$ cat src/rtl/core/psc_pkg.sv
// ---------------------------------------------------------------------------
// psc_pkg
// Shared types and constants of the per-sender cooldown limiter.
// ---------------------------------------------------------------------------
`timescale 1ns / 1ps
`default_nettype none

package psc_pkg;

    localparam int unsigned ID_W   = 32;
    localparam int unsigned TIME_W = 32;
    localparam int unsigned CFG_W  = 32;
    localparam int unsigned CFG_ADDR_W = 1;

    localparam logic [CFG_ADDR_W-1:0] REG_DIRECT_COOLDOWN    = 1'b0;
    localparam logic [CFG_ADDR_W-1:0] REG_BROADCAST_COOLDOWN = 1'b1;

    localparam logic [CFG_W-1:0] DIRECT_COOLDOWN_RST    = 32'd15000;
    localparam logic [CFG_W-1:0] BROADCAST_COOLDOWN_RST = 32'd60000;

    // Request token walking down the slot chain
    typedef struct packed {
        logic              valid;
        logic [ID_W-1:0]   sender_id;
        logic [TIME_W-1:0] now_ms;
        logic [CFG_W-1:0]  cooldown;
        logic              found;
        logic              limited;
    } token_t;

    // Slot overwrite for a new sender
    typedef struct packed {
        logic              en;
        logic [ID_W-1:0]   sender_id;
        logic [TIME_W-1:0] now_ms;
    } slot_wr_t;

endpackage

`default_nettype wire

$ cat src/rtl/core/psc_cell.sv
// ---------------------------------------------------------------------------
// psc_cell
// One table slot: holds a sender and its last reply time, checks the passing
// token against them and hands the token to the next slot.
// ---------------------------------------------------------------------------
`timescale 1ns / 1ps
`default_nettype none

module psc_cell
(
    input  wire logic              clk,
    input  wire logic              rst_n,
    input  wire psc_pkg::token_t   tok_in,
    input  wire psc_pkg::slot_wr_t wr,
    output psc_pkg::token_t        tok_out
);

    logic [psc_pkg::ID_W-1:0]   sender_reg, sender_next;
    logic [psc_pkg::TIME_W-1:0] time_reg, time_next;
    psc_pkg::token_t            tok_reg, tok_next;

    logic                       hit;
    logic [psc_pkg::TIME_W-1:0] elapsed;
    logic                       too_soon;

    always_comb
    begin
        // first match only: a token already claimed passes through untouched
        hit      = tok_in.valid && !tok_in.found && (sender_reg == tok_in.sender_id);
        elapsed  = tok_in.now_ms - time_reg;
        too_soon = elapsed < tok_in.cooldown;

        tok_next    = tok_in;
        sender_next = sender_reg;
        time_next   = time_reg;

        if (hit)
        begin
            tok_next.found   = 1'b1;
            tok_next.limited = too_soon;
            if (!too_soon)
            begin
                time_next = tok_in.now_ms;
            end
        end

        if (wr.en)
        begin
            sender_next = wr.sender_id;
            time_next   = wr.now_ms;
        end
    end

    always_ff @(posedge clk or negedge rst_n)
    begin
        if (!rst_n)
        begin
            sender_reg <= '0;
            time_reg   <= '0;
            tok_reg    <= '0;
        end
        else
        begin
            sender_reg <= sender_next;
            time_reg   <= time_next;
            tok_reg    <= tok_next;
        end
    end

    assign tok_out = tok_reg;

endmodule

`default_nettype wire

$ cat src/rtl/core/per_sender_cooldown_limiter_top.sv
// ---------------------------------------------------------------------------
// per_sender_cooldown_limiter_top
// Per-sender reply cooldown over a chain of slot cells with ring insertion.
// ---------------------------------------------------------------------------
//  channel   | direction | beat contents
//  s_axis    | in        | tdata: sender_id, now_ms; tuser: is_direct
//  m_axis    | out       | tdata: limited, inserted
//  cfg       | in        | write of direct / broadcast cooldown
//
// One request is in flight at a time. From accept to the next possible accept
// it passes the launch register, each slot cell in turn and the pending
// register, then retires into the output register.
// A stalled output beat holds retirement (and the next accept) back.
// Reset clears every slot to sender 0 at time 0 and the insert pointer.
`timescale 1ns / 1ps
`default_nettype none

module per_sender_cooldown_limiter_top
#(
    parameter int unsigned SLOTS = 8
)
(
    input  wire logic                              clk,
    input  wire logic                              rst_n,

    input  wire logic                              s_axis_tvalid,
    output logic                                   s_axis_tready,
    input  wire logic [63:0]                       s_axis_tdata,  // [31:0] sender_id, [63:32] now_ms
    input  wire logic                              s_axis_tuser,  // [0] is_direct

    output logic                                   m_axis_tvalid,
    input  wire logic                              m_axis_tready,
    output logic [7:0]                             m_axis_tdata,  // [0] limited, [1] inserted, zero pad

    input  wire logic                              cfg_we,
    input  wire logic [psc_pkg::CFG_ADDR_W-1:0]    cfg_addr,
    input  wire logic [psc_pkg::CFG_W-1:0]         cfg_wdata
);

    localparam int unsigned PTR_W = (SLOTS > 1) ? $clog2(SLOTS) : 1;

    logic [psc_pkg::CFG_W-1:0] direct_cd_reg, direct_cd_next;
    logic [psc_pkg::CFG_W-1:0] bcast_cd_reg, bcast_cd_next;

    logic                      busy_reg, busy_next;
    logic [PTR_W-1:0]          ptr_reg, ptr_next;
    psc_pkg::token_t           head_reg, head_next;
    psc_pkg::token_t           pend_reg, pend_next;
    logic                      out_valid_reg, out_valid_next;
    logic                      out_limited_reg, out_limited_next;
    logic                      out_inserted_reg, out_inserted_next;

    psc_pkg::token_t           chain [SLOTS+1];
    psc_pkg::slot_wr_t         wr    [SLOTS];

    logic                      s_fire;
    logic                      retire;
    logic                      do_insert;

    assign s_axis_tready = !busy_reg;
    assign s_fire        = s_axis_tvalid && !busy_reg;
    assign retire        = pend_reg.valid && (!out_valid_reg || m_axis_tready);
    assign do_insert     = retire && !pend_reg.found;

    // configuration
    always_comb
    begin
        direct_cd_next = direct_cd_reg;
        bcast_cd_next  = bcast_cd_reg;
        if (cfg_we)
        begin
            unique case (cfg_addr)
                psc_pkg::REG_DIRECT_COOLDOWN:    direct_cd_next = cfg_wdata;
                psc_pkg::REG_BROADCAST_COOLDOWN: bcast_cd_next  = cfg_wdata;
                default:                         ;
            endcase
        end
    end

    // launch, settle and retire
    always_comb
    begin
        head_next           = '0;
        head_next.valid     = s_fire;
        head_next.sender_id = s_axis_tdata[31:0];
        head_next.now_ms    = s_axis_tdata[63:32];
        head_next.cooldown  = s_axis_tuser ? direct_cd_reg : bcast_cd_reg;

        busy_next         = busy_reg;
        ptr_next          = ptr_reg;
        pend_next         = pend_reg;
        out_valid_next    = out_valid_reg;
        out_limited_next  = out_limited_reg;
        out_inserted_next = out_inserted_reg;

        if (s_fire)
        begin
            busy_next = 1'b1;
        end

        if (m_axis_tvalid && m_axis_tready)
        begin
            out_valid_next = 1'b0;
        end

        // hold the finished token until the output register frees up
        if (chain[SLOTS].valid)
        begin
            pend_next = chain[SLOTS];
        end

        if (retire)
        begin
            pend_next.valid   = 1'b0;
            busy_next         = 1'b0;
            out_valid_next    = 1'b1;
            out_limited_next  = pend_reg.found && pend_reg.limited;
            out_inserted_next = !pend_reg.found;
            if (do_insert)
            begin
                if (ptr_reg == PTR_W'(SLOTS - 1))
                begin
                    ptr_next = '0;
                end
                else
                begin
                    ptr_next = ptr_reg + 1'b1;
                end
            end
        end
    end

    always_ff @(posedge clk or negedge rst_n)
    begin
        if (!rst_n)
        begin
            direct_cd_reg    <= psc_pkg::DIRECT_COOLDOWN_RST;
            bcast_cd_reg     <= psc_pkg::BROADCAST_COOLDOWN_RST;
            busy_reg         <= 1'b0;
            ptr_reg          <= '0;
            head_reg         <= '0;
            pend_reg         <= '0;
            out_valid_reg    <= 1'b0;
            out_limited_reg  <= 1'b0;
            out_inserted_reg <= 1'b0;
        end
        else
        begin
            direct_cd_reg    <= direct_cd_next;
            bcast_cd_reg     <= bcast_cd_next;
            busy_reg         <= busy_next;
            ptr_reg          <= ptr_next;
            head_reg         <= head_next;
            pend_reg         <= pend_next;
            out_valid_reg    <= out_valid_next;
            out_limited_reg  <= out_limited_next;
            out_inserted_reg <= out_inserted_next;
        end
    end

    assign chain[0] = head_reg;

    for (genvar k = 0; k < SLOTS; k++)
    begin : g_slot
        always_comb
        begin
            wr[k].en        = do_insert && (ptr_reg == PTR_W'(k));
            wr[k].sender_id = pend_reg.sender_id;
            wr[k].now_ms    = pend_reg.now_ms;
        end

        psc_cell u_cell
        (
            .clk     (clk),
            .rst_n   (rst_n),
            .tok_in  (chain[k]),
            .wr      (wr[k]),
            .tok_out (chain[k+1])
        );
    end

    assign m_axis_tvalid = out_valid_reg;
    assign m_axis_tdata  = {6'b0, out_inserted_reg, out_limited_reg};

endmodule

`default_nettype wire

$ cat config.mk
export PLATFORM = sky130hd
export DESIGN_NAME = per_sender_cooldown_limiter_top
export DESIGN_NICKNAME = d
export VERILOG_FILES = /design/src/rtl/core/psc_pkg.sv /design/src/rtl/core/psc_cell.sv /design/src/rtl/core/per_sender_cooldown_limiter_top.sv
export SDC_FILE = /design/constraint.sdc
export NUM_CORES = 2
export LEC_CHECK = 0
export ABC_AREA = 1
export BUFFER_PORTS_ARGS = -buffer_cell sky130_fd_sc_hd__clkbuf_2
export CAP_MARGIN = 30
export CORE_MARGIN = 2
export CORE_UTILIZATION = 64
export CTS_CLUSTER_DIAMETER = 120
export DETAILED_ROUTE_END_ITERATION = 12
export GPL_ROUTABILITY_DRIVEN = 0
export PLACE_DENSITY = 0.9
export SLEW_MARGIN = 30
export SYNTH_ARGS = -nofsm -noshare
export SYNTH_HDL_FRONTEND = slang
export SYNTH_SLANG_ARGS = --single-unit
$ cat constraint.sdc
create_clock -name clk -period 4.9 [get_ports clk]
set_clock_uncertainty 0.15 [all_clocks]
set_input_delay 0.98 -clock clk [delete_from_list [all_inputs] [get_ports clk]]
set_output_delay 0.98 -clock clk [all_outputs]
set_load 0.05 [all_outputs]
# Word-level counts from Yosys, hierarchy flattened
# Index checks and enable logic that the tools add are counted.
[totals]
reg_bits = 1571
latchBits = 0
ramBits = 0
mem_bits_ro = 0
inputBits = 103
out_inout_bits = 10
mem_count = 0
[classes]
addsub = 9
n_mul = 0
div_mod_pow = 0
magnitude_cmp = 8
n_eq_ne = 23
shifts = 0
mux = 40
bitwise = 1
n_reduce_logical = 62
[op_table]
columns = ["op", "n"]
rows = [
  ["two-way mux 32 bit", 25],
  ["== test 32 bit", 8],
  ["< comparator 32 bit", 8],
  ["subtractor 32 bit", 8],
  ["two-way mux 99 bit", 1],
  ["logical AND 1 bit", 28],
  ["AND reduction 2 bit", 11],
  ["nonzero test 2 bit", 11],
  ["two-way mux 2 bit", 8],
  ["!= test 2 x 1 -> 1 bit (second input constant)", 8],
  ["== test 3 bit (second input constant)", 4],
  ["zero test 1 bit", 10],
  ["== test 3 x 2 -> 1 bit (second input constant)", 2],
  ["two-way mux 1 bit", 5],
  ["adder 3 x 1 -> 3 bit (second input constant)", 1],
  ["== test 3 x 1 -> 1 bit (second input constant)", 1],
  ["zero test 3 bit", 1],
  ["two-way mux 3 bit", 1],
  ["logical OR 1 bit", 1],
  ["inverter 1 bit", 1],
]

# Depth between registers and ports, before layout
[logic_depth]
ltp_word = 7
mapped_depth = 26

# Modules after synthesis
# A second synthesis with hierarchy kept.
[hier_totals]
hier_cells = 9142
area_unflattened_um2 = 77743.3
[by_module_without_submodules]
columns = ["mod", "n_inst", "cells_each", "area_each_um2"]
rows = [
  ["psc_cell (g_slot[2].u_cell ...)", 3, 1057, 8799.7],
  ["psc_cell (g_slot[5].u_cell ...)", 3, 1047, 8578.2],
  ["psc_cell (g_slot[0].u_cell)", 1, 1054, 8652.0],
  ["psc_cell (g_slot[1].u_cell)", 1, 1051, 8550.7],
  ["per_sender_cooldown_limiter_top", 1, 725, 8406.8],
]

# Worst setup path after synthesis
# Ideal clock, no wire load.
[synth_path]
path_type = "register to register"
startpoint = "register g_slot[0].u_cell.tok_reg (netlist bit g_slot[0].u_cell.tok_out[34])"
endpoint = "register g_slot[1].u_cell.time_reg[10] (netlist name)"
setup_time_ns = 0.116
arrival_time_ns = 3.132
slack_ns = 1.502
path_stages_with_launch = 25
period_less_slack_ns = 3.398
path_cell_list = "dfrtp_1 inv_1 ha_1 inv_1 fa_1 nand2_1 nand2_1 o21ai_1 o21ai_0 a21oi_1 inv_1 nand2_1 nand3_1 nand2_1 nand2_1 ha_1 nand4_1 nor3_1 and3_1 nand2_1 nand3_1 nand2_2 buf_2 nand2_1 nand2_1"
[synth_between]
elab_chain_cells = 4
[synth_rtl]
columns = ["element", "line", "source"]
rows = [
  ["start, declared", "psc_cell.sv:20", "psc_pkg::token_t tok_reg, tok_next;"],
  ["start signal, assigned", "psc_cell.sv:66", "tok_reg <= tok_next;"],
  ["subtractor 32 bit", "psc_cell.sv:30", "elapsed = tok_in.now_ms - time_reg;"],
  ["< comparator 32 bit", "psc_cell.sv:31", "too_soon = elapsed < tok_in.cooldown;"],
  ["!= test 2 x 1 -> 1 bit (no source line)", "n/a", ""],
  ["AND reduction 2 bit (no source line)", "n/a", ""],
  ["end signal, assigned", "psc_cell.sv:65", "time_reg <= time_next;"],
  ["end, declared", "psc_cell.sv:19", "logic [psc_pkg::TIME_W-1:0] time_reg, time_next;"],
]
# Every way passes these cells.
# A chain may end at the register's enable or synchronous reset.

# Worst setup path in the final report
[layout_path]
startpoint = "register g_slot[2].u_cell.tok_reg (netlist bit g_slot[2].u_cell.tok_out[34])"
endpoint = "register g_slot[3].u_cell.time_reg[1] (netlist name)"
[layout_between]
elab_chain_cells = 4
[layout_rtl]
columns = ["element", "line"]
rows = [
  ["start, declared", "psc_cell.sv:20"],
  ["start signal, assigned", "psc_cell.sv:66"],
  ["subtractor 32 bit", "psc_cell.sv:30"],
  ["< comparator 32 bit", "psc_cell.sv:31"],
  ["!= test 2 x 1 -> 1 bit (no source line)", "n/a"],
  ["AND reduction 2 bit (no source line)", "n/a"],
  ["end signal, assigned", "psc_cell.sv:65"],
  ["end, declared", "psc_cell.sv:19"],
]
# Every way passes these cells.

==> results by group <==
Critical path
  • Setup CP Type: reg -> reg
  • Startpoint types: register
  • Worst path slowest cell: a21oi_1
  • Critical Path End Type: register
  • Crit path to: g_slot[3].u_cell.time_reg[1]$_DFFE_PN0P_
  • Max incr delay on CP: 0.45 ns
  • R2r setup slk: 0.23 ns
  • Crit path from: g_slot[2].u_cell.tok_out[34]$_DFF_PN0_
  • Worst R2R End: g_slot[3].u_cell.time_reg[1]$_DFFE_PN0P_
  • Cell family with most CP delay: simple AND/OR/NAND/NOR gates
  • Critical path cell sequence: inv_1 > ha_1 > inv_1 > fa_1 > nand2_1 > nand2_1 > o21ai_0 > o21ai_1 > a21oi_1 > inv_1 > nand2_1 > nand3_1 > nand2_1 > nand2_1 > ha_1 > nand4_1 > nor3_1 > and3_1 > nand2_1 > nand3_1 > nand2_2 > nand2_1 > nand2_1
  • Most Frequent Cell on Critical Path: nand2_1
  • Worst EP arrival: 5.17 ns
  • R2R depth: 23
  • Buf+Inv Stages, Crit Path: 3
  • Crit path max fanout: 32
  • Critical R2R Launch: g_slot[2].u_cell.tok_out[34]$_DFF_PN0_
  • Instance count on the critical path: 23
  • Worst EP required: 5.40 ns

Pwr
  • Peak supply drop: 0.491 mV
  • Tot Pwr: 51.5 mW
  • LEAKAGE: 41.0 nW
  • Pwr dens: 628 nW/µm²

Placed design
  • Cells after DPL: 10152
  • Area of placed instances: 76900 µm²
  • Buffers added on ports: 106
  • Detailed placer's ending HPWL: 145000 µm
  • Pre-CTS WS: 0.289 ns

Global route
  • Vias in the first global route: 65286
  • Initial antenna violation count: 6
  • Largest net degree at the start of global routing: 167
  • First-pass GRT wire length: 338000 µm
  • GRT overflow: 0
  • Gr usage total: 0.355

Synthesis
  • Largest family of logic cells by synthesized area: simple AND/OR/NAND/NOR gates
  • Compound-Gate Fraction of Synth Area: 0.0997
  • Async SR Flop Fraction: 1.00
  • Yosys warns: 0
  • Number of flops mapped to enable cells by yosys: 0
  • Synth Flop Type: dfrtp_1
  • Synth Area in XOR/XNOR: 0.0395
  • Post-Synth Adder-Cell Area: 0.0862
  • Post-Syn Area per Cell: 8.62 µm²
  • Mapped Area: 74700 µm²
  • Unique masters post-synth: 43
  • Syn Inst Count: 8668
  • Simple-gate share of the synthesized area: 0.196
  • Top-count cell post-synth: nand2_1
  • Top cells by area, synth: dfrtp_1, nand2_1, ha_1
  • Multiplexer share of the synthesized area: 0.00482
  • Top cells by count, synth: nand2_1, dfrtp_1, inv_1
  • Top cell type by total area after synthesis: dfrtp_1
  • Synthesized flop and latch total: 1507
  • Synth top area share: 0.500
  • Sequential-to-total area share from yosys stat: 0.505

Clocking
  • Clock net sink count: 1507
  • Root buffer cell: clkbuf_16
  • Cts bufs inserted: 149
  • Clock transition at path regs: 0.07 ns
  • H-tree Lvls: 4
  • Max Buffers Root-to-Sink: 3
  • CTS tree: built
  • Later-pin clock latency in the skew report: 0.79 ns
  • Hold_buf cts: 0

Layout
  • Core Util, Final: 0.707
  • Post-Layout Cell Count: 10417
  • Design area: 82000 µm²
  • Area grow syn2layout: 9.72%
  • Max FFs per register: 760
  • Fraction of layout cells with a size suffix above 1: 0.0599
  • Count of nets after finishing: 9392

Detailed routing
  • Routed wire length: 212000 µm
  • Met2 wire len: 98500 µm
  • Residual DRC: 0
  • DRT Pass-1 Iters: 10
  • Antenna Nets Post-Route: 0
  • Wl on met1: 74900 µm
  • Vias: 64350
  • DR WL/cell: 20.3 µm
  • Max layer used: met5
  • DR iter-0 viols: 8531
  • WL met3: 23300 µm
  • Via density: 6.18

Run
  • Max-Cap Viols: 0

Timing
  • Worst slack on hold paths: 0.00747 ns
  • Final hold violation count: 0
  • Setup WS post-layout: 0.235 ns
  • Final cycle utilization of the critical path: 0.952
  • Worst-Margin Slew: 0.938 ns
  • RSZ-0062 raised after global routing: false
  • Crit path time final: 4.67 ns
  • Final setup violation count: 0
  • Peak Freq: 214 MHz
  • Setup TNS: 0 ns
  • Pins over their slew limit: 0
  • Relative slew slack: 0.375

Floorplanning
  • Die H: 346 µm
  • Overall die width: 346 µm
  • DIE AREA: 120000 µm²
  • Row cnt: 125
  • Core box area: 116000 µm²
  • Io pins: 113
  • Initial core utilization: 0.644

Outcome
  • Run status: finished clean

Min path
  • HP Class: in -> async
==> worst reg2reg max path: stages, from the launching register on <==
cell and delay [ns]:
dfrtp_1 0.42, inv_1 0.08, ha_1 0.14, inv_1 0.08, fa_1 0.44, nand2_1 0.10, nand2_1 0.07, o21ai_0 0.26
o21ai_1 0.24, a21oi_1 0.45, inv_1 0.08, nand2_1 0.09, nand3_1 0.07, nand2_1 0.06, nand2_1 0.07, ha_1 0.30
nand4_1 0.07, nor3_1 0.22, and3_1 0.21, nand2_1 0.07, nand3_1 0.13, nand2_2 0.40, nand2_1 0.25, nand2_1 0.09
==> layout make-up <==
cell class / instances / area [µm²]
well taps: 1524 / 1910
repair buffers: 178 / 1250
inverters: 1080 / 4050
clock buffers: 203 / 4210
fillers: 7448 / 34100
diodes: 2 / 5.00
clock inverters: 60 / 872
flip-flops and latches: 1507 / 37700
multi-input cells: 5863 / 32000
==> repair_timing <==
action	in CTS	in global routing
endpoints found under the setup margin	0	79
gates resized for setup	0	5
endpoints found under the hold margin	0	0
buffers inserted	0	0
==> layout by cell type, fill, tap and decap left out, types with 22 or more instances in the layout <==
master / instances
o21bai_1: 46
clkbuf_1: 27
o21a_1: 27
xnor2_1: 191
nand3_1: 496
dfrtp_1: 1492
nor2_1: 431
nor3_1: 76
a21oi_1: 441
clkbuf_8: 26
o21ai_0: 753
nand4_1: 95
nand2_1: 2340
or2_2: 45
inv_1: 1080
o21ai_1: 88
clkbuf_16: 150
mux2_2: 32
clkbuf_2: 105
buf_4: 59
clkinv_2: 22
xor2_1: 146
a21o_1: 43
ha_1: 502
==> metal layers <==
layer,global-route usage,vias to the layer above
met4,0.223,4
met2,0.575,4449
li1,-,28085
met1,0.436,30558
met3,0.0772,1254
met5,0.000800,-
==> cells by family after synthesis <==
kind of cell | Yosys count
muxes | 32
and+or+nand+nor | 3557
DFF | 1507
xor gates and xnor gates | 337
other | 1
AOI/OAI and AO/OA | 1421
buffers and inverters | 1303
adders and majority gates | 510
==> where the power goes <==
part	switching, mW	internal (mW)	leakage, nW
combinational	14.9	7.41	19.9
sequential	2.04	15.2	18.6
clock	5.09	6.82	2.48
==> how the worst min path moves through the flow <==
stage	startpoint	slack, ns	endpoint	cells past startpoint
4_1_cts	rst_n	0.02	g_slot[1].u_cell.sender_reg[11]$_DFFE_PN0P_	1
6_report	rst_n	0.007	g_slot[3].u_cell.sender_reg[10]$_DFFE_PN0P_	1
3_5_place_dp	chain[817]$_DFF_PN0_	0.21	g_slot[0].u_cell.tok_out[25]$_DFF_PN0_	0
2_1_floorplan	g_slot[0].u_cell.tok_out[2]$_DFF_PN0_	0.20	g_slot[1].u_cell.tok_out[2]$_DFF_PN0_	0
3_3_place_gp	g_slot[3].u_cell.tok_out[71]$_DFF_PN0_	0.21	g_slot[4].u_cell.tok_out[71]$_DFF_PN0_	0
5_1_grt	rst_n	0.05	g_slot[4].u_cell.tok_out[77]$_DFF_PN0_	1
Power figures use the tool's default switching activity.
